## config.mk

```make
export PLATFORM = sky130hd
export DESIGN_NAME = cache_coherence_line_controller
export DESIGN_NICKNAME = d
export VERILOG_FILES = /design/src/design/ccl_pkg.sv /design/src/design/ccl_ram.sv /design/src/design/cache_coherence_line_controller.sv
export SDC_FILE = /design/constraint.sdc
export NUM_CORES = 2
export LEC_CHECK = 0
export ABC_CLOCK_PERIOD_IN_PS = 46200
export BUFFER_PORTS_ARGS = -buffer_cell sky130_fd_sc_hd__buf_2
export CAP_MARGIN = 10
export CORE_ASPECT_RATIO = 1.4
export CORE_MARGIN = 4
export CORE_UTILIZATION = 50
export DETAILED_ROUTE_END_ITERATION = 8
export GPL_ROUTABILITY_DRIVEN = 0
export PLACE_DENSITY_LB_ADDON = 0.1
export RECOVER_POWER = 25
export SLEW_MARGIN = 0
export SYNTH_ARGS = -nofsm -noshare
export SYNTH_HDL_FRONTEND = slang
export SYNTH_SLANG_ARGS = --single-unit
```

## constraint.sdc

```tcl
create_clock -name i_clk -period 46.2 [get_ports i_clk]
set_clock_uncertainty 0.15 [all_clocks]
set_input_delay 2.31 -clock i_clk [delete_from_list [all_inputs] [get_ports i_clk]]
set_output_delay 2.31 -clock i_clk [all_outputs]
set_load 0.005 [all_outputs]
```

## src/design/ccl_pkg.sv

```systemverilog
// Shared widths, coherence state, message, action and event codes for line control.
package ccl_pkg;

    localparam int LINES   = 1024;
    localparam int LINE_W  = $clog2(LINES);
    localparam int STATE_W = 3;
    localparam int OP_W    = 4;
    localparam int ACT_W   = 3;
    localparam int EV_W    = 3;
    localparam int NODE_W  = 4;
    localparam int ADDR_W  = 32;

    typedef logic [STATE_W-1:0] t_state;
    typedef logic [OP_W-1:0]    t_op;
    typedef logic [ACT_W-1:0]   t_act;
    typedef logic [EV_W-1:0]    t_event;

    // line states
    localparam t_state ST_I  = 3'd0;
    localparam t_state ST_S  = 3'd1;
    localparam t_state ST_O  = 3'd2;
    localparam t_state ST_M  = 3'd3;
    localparam t_state ST_F  = 3'd4;
    localparam t_state ST_IM = 3'd5;
    localparam t_state ST_IP = 3'd6;

    // message kinds
    localparam t_op OP_LOAD  = 4'd0;
    localparam t_op OP_STORE = 4'd1;
    localparam t_op OP_GETS  = 4'd2;
    localparam t_op OP_GETM  = 4'd3;
    localparam t_op OP_DATA  = 4'd4;
    localparam t_op OP_DATAF = 4'd5;
    localparam t_op OP_INV   = 4'd6;
    localparam t_op OP_INVDS = 4'd7;
    localparam t_op OP_ACK   = 4'd8;

    // reply actions
    localparam t_act ACT_NONE  = 3'd0;
    localparam t_act ACT_PROC  = 3'd1;
    localparam t_act ACT_GETS  = 3'd2;
    localparam t_act ACT_GETM  = 3'd3;
    localparam t_act ACT_DATA  = 3'd4;
    localparam t_act ACT_ACK   = 3'd5;
    localparam t_act ACT_NOP   = 3'd6;
    localparam t_act ACT_RETRY = 3'd7;

    // hit/miss events
    localparam t_event EV_NONE     = 3'd0;
    localparam t_event EV_RD_HIT   = 3'd1;
    localparam t_event EV_RD_MISS  = 3'd2;
    localparam t_event EV_WR_HIT   = 3'd3;
    localparam t_event EV_WR_UPGR  = 3'd4;
    localparam t_event EV_WR_MISS  = 3'd5;

endpackage

```

## src/design/ccl_ram.sv

```systemverilog
// Generic single-port-write, single-port-read RAM with registered read data.
module ccl_ram #(
    parameter int WIDTH = 8,
    parameter int DEPTH = 16
) (
    input  logic                     i_clk,
    input  logic                     i_we,
    input  logic [$clog2(DEPTH)-1:0] i_waddr,
    input  logic [WIDTH-1:0]         i_wdata,
    input  logic                     i_re,
    input  logic [$clog2(DEPTH)-1:0] i_raddr,
    output logic [WIDTH-1:0]         o_rdata
);

    logic [WIDTH-1:0] r_mem [DEPTH];
    logic [WIDTH-1:0] r_rdata;

    always_ff @(posedge i_clk) begin
        if (i_we) begin
            r_mem[i_waddr] <= i_wdata;
        end
    end

    // read data holds while no read is issued
    always_ff @(posedge i_clk) begin
        if (i_re) begin
            r_rdata <= r_mem[i_raddr];
        end
    end

    assign o_rdata = r_rdata;

endmodule

```

## src/design/cache_coherence_line_controller.sv

```systemverilog
// Snooping coherence line controller: state table read-modify-write per message word.
//
//   channel | direction | handshake                 | payload
//   --------+-----------+---------------------------+------------------------------------
//   in      | input     | i_in_valid / o_in_stall   | op, line_index, address, source_node
//   out     | output    | o_out_valid / i_out_stall | action, reply_address, dest_node,
//           |           |                           | event_code, protocol_error
//
// Each word has a state table read step, then a decode and write-back step.
// The table has one read and one write port, and a new word is taken only after the
// previous one has written its line back, so same-line hazards cannot arise.
// After reset a clearing pass writes state I to all 1024 lines; o_in_stall
// is high meanwhile. The result register holds a finished word while the output stalls;
// a word in decode then waits until that register frees up.
module cache_coherence_line_controller (
    input  logic                        i_clk,
    input  logic                        i_rst_n,
    input  logic                        i_in_valid,
    output logic                        o_in_stall,
    input  logic [ccl_pkg::OP_W-1:0]    i_op,
    input  logic [ccl_pkg::LINE_W-1:0]  i_line_index,
    input  logic [ccl_pkg::ADDR_W-1:0]  i_address,
    input  logic [ccl_pkg::NODE_W-1:0]  i_source_node,
    output logic                        o_out_valid,
    input  logic                        i_out_stall,
    output logic [ccl_pkg::ACT_W-1:0]   o_action,
    output logic [ccl_pkg::ADDR_W-1:0]  o_reply_address,
    output logic [ccl_pkg::NODE_W-1:0]  o_dest_node,
    output logic [ccl_pkg::EV_W-1:0]    o_event_code,
    output logic                        o_protocol_error
);

    // control
    logic                        r_clr_done;
    logic [ccl_pkg::LINE_W-1:0]  r_clr_idx;
    logic                        r_busy;
    logic                        r_out_valid;

    // captured word
    ccl_pkg::t_op                r_op;
    logic [ccl_pkg::LINE_W-1:0]  r_idx;
    logic [ccl_pkg::ADDR_W-1:0]  r_addr;
    logic [ccl_pkg::NODE_W-1:0]  r_src;

    // result register
    ccl_pkg::t_act               r_action;
    logic [ccl_pkg::ADDR_W-1:0]  r_reply_address;
    logic [ccl_pkg::NODE_W-1:0]  r_dest_node;
    ccl_pkg::t_event             r_event_code;
    logic                        r_protocol_error;

    logic                        in_accept;
    logic                        finish;
    ccl_pkg::t_state             st;
    ccl_pkg::t_state             nx;
    ccl_pkg::t_act               act;
    ccl_pkg::t_event             ev;
    logic                        err;
    logic                        ram_we;
    logic [ccl_pkg::LINE_W-1:0]  ram_waddr;
    ccl_pkg::t_state             ram_wdata;

    assign o_in_stall = !r_clr_done || r_busy;
    assign in_accept  = i_in_valid && !o_in_stall;
    assign finish     = r_busy && (!r_out_valid || !i_out_stall);

    assign ram_we    = !r_clr_done || finish;
    assign ram_waddr = r_clr_done ? r_idx : r_clr_idx;
    assign ram_wdata = r_clr_done ? nx : ccl_pkg::ST_I;

    ccl_ram #(
        .WIDTH (ccl_pkg::STATE_W),
        .DEPTH (ccl_pkg::LINES)
    ) u_state_ram (
        .i_clk   (i_clk),
        .i_we    (ram_we),
        .i_waddr (ram_waddr),
        .i_wdata (ram_wdata),
        .i_re    (in_accept),
        .i_raddr (i_line_index),
        .o_rdata (st)
    );

    // protocol decode
    always_comb begin
        nx  = st;
        act = ccl_pkg::ACT_NONE;
        ev  = ccl_pkg::EV_NONE;
        err = 1'b0;
        if (r_op == ccl_pkg::OP_LOAD || r_op == ccl_pkg::OP_STORE) begin
            unique case (st)
                ccl_pkg::ST_I: begin
                    if (r_op == ccl_pkg::OP_LOAD) begin
                        act = ccl_pkg::ACT_GETS;
                        ev  = ccl_pkg::EV_RD_MISS;
                        nx  = ccl_pkg::ST_IP;
                    end else begin
                        act = ccl_pkg::ACT_GETM;
                        ev  = ccl_pkg::EV_WR_MISS;
                        nx  = ccl_pkg::ST_IM;
                    end
                end
                ccl_pkg::ST_S, ccl_pkg::ST_O, ccl_pkg::ST_F: begin
                    if (r_op == ccl_pkg::OP_LOAD) begin
                        act = ccl_pkg::ACT_PROC;
                        ev  = ccl_pkg::EV_RD_HIT;
                    end else begin
                        act = ccl_pkg::ACT_GETM;
                        ev  = ccl_pkg::EV_WR_UPGR;
                        nx  = ccl_pkg::ST_IM;
                    end
                end
                ccl_pkg::ST_M: begin
                    act = ccl_pkg::ACT_PROC;
                    ev  = (r_op == ccl_pkg::OP_LOAD) ? ccl_pkg::EV_RD_HIT : ccl_pkg::EV_WR_HIT;
                end
                default: err = 1'b1;
            endcase
        end else if (r_op > ccl_pkg::OP_ACK) begin
            err = 1'b1;
        end else begin
            unique case (st)
                ccl_pkg::ST_I: begin
                    if (r_op != ccl_pkg::OP_INVDS && r_op != ccl_pkg::OP_ACK) begin
                        err = 1'b1;
                    end
                end
                ccl_pkg::ST_S: begin
                    if (r_op == ccl_pkg::OP_INV) begin
                        act = ccl_pkg::ACT_ACK;
                        nx  = ccl_pkg::ST_I;
                    end else if (r_op == ccl_pkg::OP_INVDS) begin
                        act = ccl_pkg::ACT_NOP;
                        nx  = ccl_pkg::ST_I;
                    end else begin
                        err = 1'b1;
                    end
                end
                ccl_pkg::ST_O, ccl_pkg::ST_F: begin
                    unique case (r_op)
                        ccl_pkg::OP_GETS: act = ccl_pkg::ACT_DATA;
                        ccl_pkg::OP_GETM: begin
                            act = ccl_pkg::ACT_DATA;
                            nx  = ccl_pkg::ST_I;
                        end
                        ccl_pkg::OP_INV: begin
                            act = ccl_pkg::ACT_ACK;
                            nx  = ccl_pkg::ST_I;
                        end
                        ccl_pkg::OP_INVDS: begin
                            act = ccl_pkg::ACT_NOP;
                            nx  = ccl_pkg::ST_I;
                        end
                        ccl_pkg::OP_ACK: ;
                        default: err = 1'b1;
                    endcase
                end
                ccl_pkg::ST_M: begin
                    unique case (r_op)
                        ccl_pkg::OP_GETS: begin
                            act = ccl_pkg::ACT_DATA;
                            nx  = ccl_pkg::ST_O;
                        end
                        ccl_pkg::OP_GETM, ccl_pkg::OP_INV: begin
                            act = ccl_pkg::ACT_DATA;
                            nx  = ccl_pkg::ST_I;
                        end
                        ccl_pkg::OP_INVDS, ccl_pkg::OP_ACK: ;
                        default: err = 1'b1;
                    endcase
                end
                ccl_pkg::ST_IM: begin
                    // GETS while waiting for write permission still supplies data
                    unique case (r_op)
                        ccl_pkg::OP_GETS:  act = ccl_pkg::ACT_DATA;
                        ccl_pkg::OP_GETM:  act = ccl_pkg::ACT_RETRY;
                        ccl_pkg::OP_DATA, ccl_pkg::OP_ACK: begin
                            act = ccl_pkg::ACT_PROC;
                            nx  = ccl_pkg::ST_M;
                        end
                        ccl_pkg::OP_INV:   act = ccl_pkg::ACT_ACK;
                        ccl_pkg::OP_INVDS: act = ccl_pkg::ACT_NOP;
                        default: err = 1'b1;
                    endcase
                end
                ccl_pkg::ST_IP: begin
                    unique case (r_op)
                        ccl_pkg::OP_GETS: act = ccl_pkg::ACT_DATA;
                        ccl_pkg::OP_GETM, ccl_pkg::OP_INV: act = ccl_pkg::ACT_RETRY;
                        ccl_pkg::OP_DATA: begin
                            act = ccl_pkg::ACT_PROC;
                            nx  = ccl_pkg::ST_S;
                        end
                        ccl_pkg::OP_DATAF: begin
                            act = ccl_pkg::ACT_PROC;
                            nx  = ccl_pkg::ST_F;
                        end
                        default: err = 1'b1;
                    endcase
                end
                default: err = 1'b1;
            endcase
        end
        // illegal message leaves the line as it was
        if (err) begin
            nx  = st;
            act = ccl_pkg::ACT_NONE;
            ev  = ccl_pkg::EV_NONE;
        end
    end

    // control registers
    always_ff @(posedge i_clk) begin
        if (!i_rst_n) begin
            r_clr_done  <= 1'b0;
            r_clr_idx   <= '0;
            r_busy      <= 1'b0;
            r_out_valid <= 1'b0;
        end else begin
            if (!r_clr_done) begin
                r_clr_idx <= r_clr_idx + 1'b1;
                if (r_clr_idx == ccl_pkg::LINE_W'(ccl_pkg::LINES - 1)) begin
                    r_clr_done <= 1'b1;
                end
            end
            if (in_accept) begin
                r_busy <= 1'b1;
            end else if (finish) begin
                r_busy <= 1'b0;
            end
            if (finish) begin
                r_out_valid <= 1'b1;
            end else if (!i_out_stall) begin
                r_out_valid <= 1'b0;
            end
        end
    end

    // word capture and result payload
    always_ff @(posedge i_clk) begin
        if (in_accept) begin
            r_op   <= i_op;
            r_idx  <= i_line_index;
            r_addr <= i_address;
            r_src  <= i_source_node;
        end
        if (finish) begin
            r_action         <= act;
            r_reply_address  <= (act == ccl_pkg::ACT_NONE) ? '0 : r_addr;
            r_dest_node      <= (act == ccl_pkg::ACT_DATA || act == ccl_pkg::ACT_ACK ||
                                 act == ccl_pkg::ACT_NOP) ? r_src : '0;
            r_event_code     <= ev;
            r_protocol_error <= err;
        end
    end

    assign o_out_valid      = r_out_valid;
    assign o_action         = r_action;
    assign o_reply_address  = r_reply_address;
    assign o_dest_node      = r_dest_node;
    assign o_event_code     = r_event_code;
    assign o_protocol_error = r_protocol_error;

`ifndef SYNTHESIS
    a_no_accept_in_clear: assert property (@(posedge i_clk) disable iff (!i_rst_n)
        in_accept |-> r_clr_done)
        else $error("word accepted during table clear");

    a_table_write_owner: assert property (@(posedge i_clk) disable iff (!i_rst_n)
        (ram_we && r_clr_done) |-> r_busy)
        else $error("table written with no word in decode");

    a_error_result_clean: assert property (@(posedge i_clk) disable iff (!i_rst_n)
        (o_out_valid && o_protocol_error) |->
            (o_action == ccl_pkg::ACT_NONE && o_event_code == ccl_pkg::EV_NONE &&
             o_reply_address == '0 && o_dest_node == '0))
        else $error("error result carries a reply");

    a_finish_fills_output: assert property (@(posedge i_clk) disable iff (!i_rst_n)
        finish |=> (o_out_valid && !r_busy))
        else $error("finished word did not reach the result register");

    a_bus_event_none: assert property (@(posedge i_clk) disable iff (!i_rst_n)
        (finish && r_op != ccl_pkg::OP_LOAD && r_op != ccl_pkg::OP_STORE) |=>
            (o_event_code == ccl_pkg::EV_NONE))
        else $error("bus message produced a hit/miss event");
`endif

endmodule
```

==> impl_metrics.json <==
{
  "drt_first_pass_iters": 8,
  "final_cells": 10629,
  "fin_nets": 7116,
  "synthCells": 6978,
  "synth_xor_xnor_area_share_pct": 0.0617,
  "dp_hpwl_um": 216000,
  "cp-end-kind": "register",
  "drv_cap": 34,
  "power_frac_comb_pct": 3.0,
  "drv_slew": 873,
  "worstPathRequired_ps": 46570,
  "num_vias": 67502,
  "post_cts_buffers": 0,
  "die-area_um2": 264000,
  "fmax_mhz": 84.0,
  "grt_overflow": 0,
  "grt_max_degree": 210,
  "netlist.area_leader.share_pct": 74.5,
  "ys_seq_area_share_pct": 74.7,
  "intPower_mw": 4.59,
  "synth_compound_area_share_pct": 3.55,
  "switching_share_pct": 20.6,
  "hp-start": "r_addr[18]$_DFFE_PP_",
  "route.met2.wl_um": 184000,
  "synth_nets": 7033,
  "setup_viol": 0,
  "postCtsHoldBufs": 0,
  "met3_length_um": 27100,
  "routed_via_density": 6.35,
  "p_leak_nw": 50.6,
  "htree_num_levels": 5,
  "ys_async_sr_fraction_pct": 0,
  "yosysUniqueCellTypes": 79,
  "switchingPower_mw": 1.19,
  "dp.cells": 10061,
  "antenna_found_initial": 18,
  "synth.most_common_cell": "edfxtp_1",
  "synthAdderAreaFrac_pct": 0.0176,
  "power.share.clock_pct": 43.0,
  "startpoint": "i_line_index[3]",
  "reg2reg_from": "u_state_ram.o_rdata[1]$_DFFE_PP_",
  "cts.reportedPaths.clkPinSlew_ps": 60,
  "slew_headroom_pct": -330,
  "cts-root-buf": "clkbuf_16",
  "drive_gt1_share_pct": 18.4,
  "synth_largest_area_cell": "edfxtp_1",
  "coreArea_um2": 254000,
  "wl_met1_um": 137000,
  "crit_fanout": 67,
  "seqPwrFrac_pct": 54.0,
  "die_h_um": 606,
  "cts_tree": "yes",
  "synthSimpleGateAreaFrac_pct": 5.13,
  "drc": 0,
  "irDropWorstVdd_mv": 0.0267,
  "rsz0062_at_grt": "no",
  "postRouteAntennaNets": 0,
  "cellPowerDensity_nw_per_um2": 41.0,
  "period_needed_ps": 11910,
  "syn-cell-area_um2": 128000,
  "wirelength_um": 364000,
  "ys_top_cells_by_area": "edfxtp_1 (74%), mux4_2 (11%), nor2_1 (3.3%), mux2i_1 (3.1%), o221ai_1 (0.96%)",
  "finalCritPeriodShare_pct": 25.8,
  "syn_to_final_growth_pct": 10.4,
  "highest-signal-layer": "met5",
  "finalHoldViolCount": 0,
  "grt_pass1_wl_um": 514000,
  "synth_edf_count": 3168,
  "tightest_slew_ps": 6450,
  "hp-class": "reg2reg",
  "arrival_ps": 12280,
  "synth_area_per_cell_um2": 18.3,
  "synthFlopType": "edfxtp_1",
  "cts_buffers": 310,
  "grt_pass1_vias": 69276,
  "violations": "capacitance limit, slew limit",
  "core.rowCount": 219,
  "clockBufferDepth": 4,
  "critPathKind": "in2reg",
  "ys_seq_elements": 3181,
  "filler_cell_count": 19548,
  "io_pins": 99,
  "initial_core_util_pct": 50.2,
  "status": "finished, violations left",
  "die_w_um": 435,
  "synth_common_cells": "edfxtp_1 (3168), nor2_1 (1114), mux4_2 (624)",
  "cts_resized": 0,
  "grt_usage_pct": 27.4,
  "drt_iter0_markers": 7541,
  "synth_top_family_by_area": "multiplexers",
  "numPortBuffers": 98,
  "cp-start-kind": "primary input",
  "numClockSinks": 3181,
  "tns_ps": 0,
  "synth_mux_area_share_pct": 14.2,
  "ys_warn_count": 0,
  "detail_route.wl_per_cell_um": 34.3,
  "clock_latency_ps": 880
}
-- stage by stage --
step / utilization, % / cell area (µm²) / setup slack [ps] / hold WS, ps / total power [mW]
6_report: 55.4 / 141000 / 34290 / 365 / 5.79
5_1_grt: 55.4 / 141000 / 34400 / 382 / 5.95
4_1_cts: 55.6 / 141000 / 37870 / 368 / 5.82
3_5_place_dp: 51.7 / 132000 / 36960 / 353 / 3.36
3_3_place_gp: 51.7 / 132000 / 37000 / 351 / 3.36
2_1_floorplan: - / 128000 / 11160 / 337 / 3.29
-- path summary, 6_finish.rpt --
check	endpoint	slack [ps]	cells past startpoint
setup / recovery	u_state_ram.o_rdata[1]$_DFFE_PP_	34290	9
hold / removal	o_reply_address[18]$_SDFFCE_PN0P_	370	1
setup reg to reg	u_state_ram.r_mem[951][1]$_DFFE_PP_	37740	11
hold reg to reg	o_reply_address[18]$_SDFFCE_PN0P_	370	1
-- cells by family (layout without fill, tap and decap cells) --
logic type	count (synthesis)	count (layout)
multiplexers	1031	1031
adder cells (fa/ha/maj)	2	2
other	0	14
AO/OA/AOI/OAI	651	651
flip-flops	3181	3181
AND/OR/NAND/NOR	1565	1565
XOR/XNOR	9	9
buffers and inverters	539	861
-- power by group through the flow --
stage	clock [mW]	sequential, mW	combinational, mW
2_1_floorplan	0	3.19	0.106
3_3_place_gp	0	3.19	0.175
3_5_place_dp	0	3.19	0.175
4_1_cts	2.52	3.13	0.175
5_1_grt	2.65	3.12	0.179
6_report	2.49	3.13	0.174
-- layout by cell type, fill, tap and decap left out, types with 31 or more instances in the layout --
| master | count |
|---|---|
| mux2i_1 | 399 |
| and2_1 | 31 |
| clkinv_2 | 54 |
| nand3_1 | 61 |
| nor2_1 | 1111 |
| a22oi_1 | 73 |
| o221ai_1 | 140 |
| a21oi_1 | 134 |
| clkbuf_1 | 101 |
| o21ai_0 | 61 |
| o22ai_1 | 84 |
| clkinv_1 | 68 |
| nor3_1 | 67 |
| clkbuf_16 | 323 |
| edfxtp_1 | 3168 |
| a211oi_1 | 34 |
| nand2_1 | 137 |
| buf_2 | 76 |
| buf_4 | 158 |
| mux4_2 | 624 |
-- worst max-delay path, cell delays in order --
cell and delay, ps:
buf_4 280, clkbuf_1 4520, nand2_1 2370, nor3_1 960, nor3_1 210, nand3_1 130
o31ai_1 270, a31oi_1 890, o2111ai_1 200
-- routing by layer --
metal	vias up	GRT usage (%)
met5	-	0
li1	28119	-
met1	35753	35.0
met2	2939	46.7
met3	687	4.78
met4	4	11.2
-- final cells by class --
cell class	count	area, µm²	share of cell area, %
sequential	3181	95400	67.7
multi-input combinational	3258	29500	20.9
timing repair buffer	292	2040	1.44
antenna	14	35.0	0.0249
clock buffer	382	8300	5.89
inverter	18	80.1	0.0568
clock inverter	169	1460	1.04
tap	3315	4150	2.94
-- state kept, by name (all words and copies together), names as in the netlist, 3 cells and up --
name                 count
o_event_code             3
u_state_ram.r_mem     3072
r_op                     4
u_state_ram.o_rdata      3
r_clr_idx               10
o_reply_address         32
r_idx                   10
o_dest_node              4
r_addr                  32
r_src                    4
o_action                 3
Note: power is estimated with default switching activity, not from simulation.
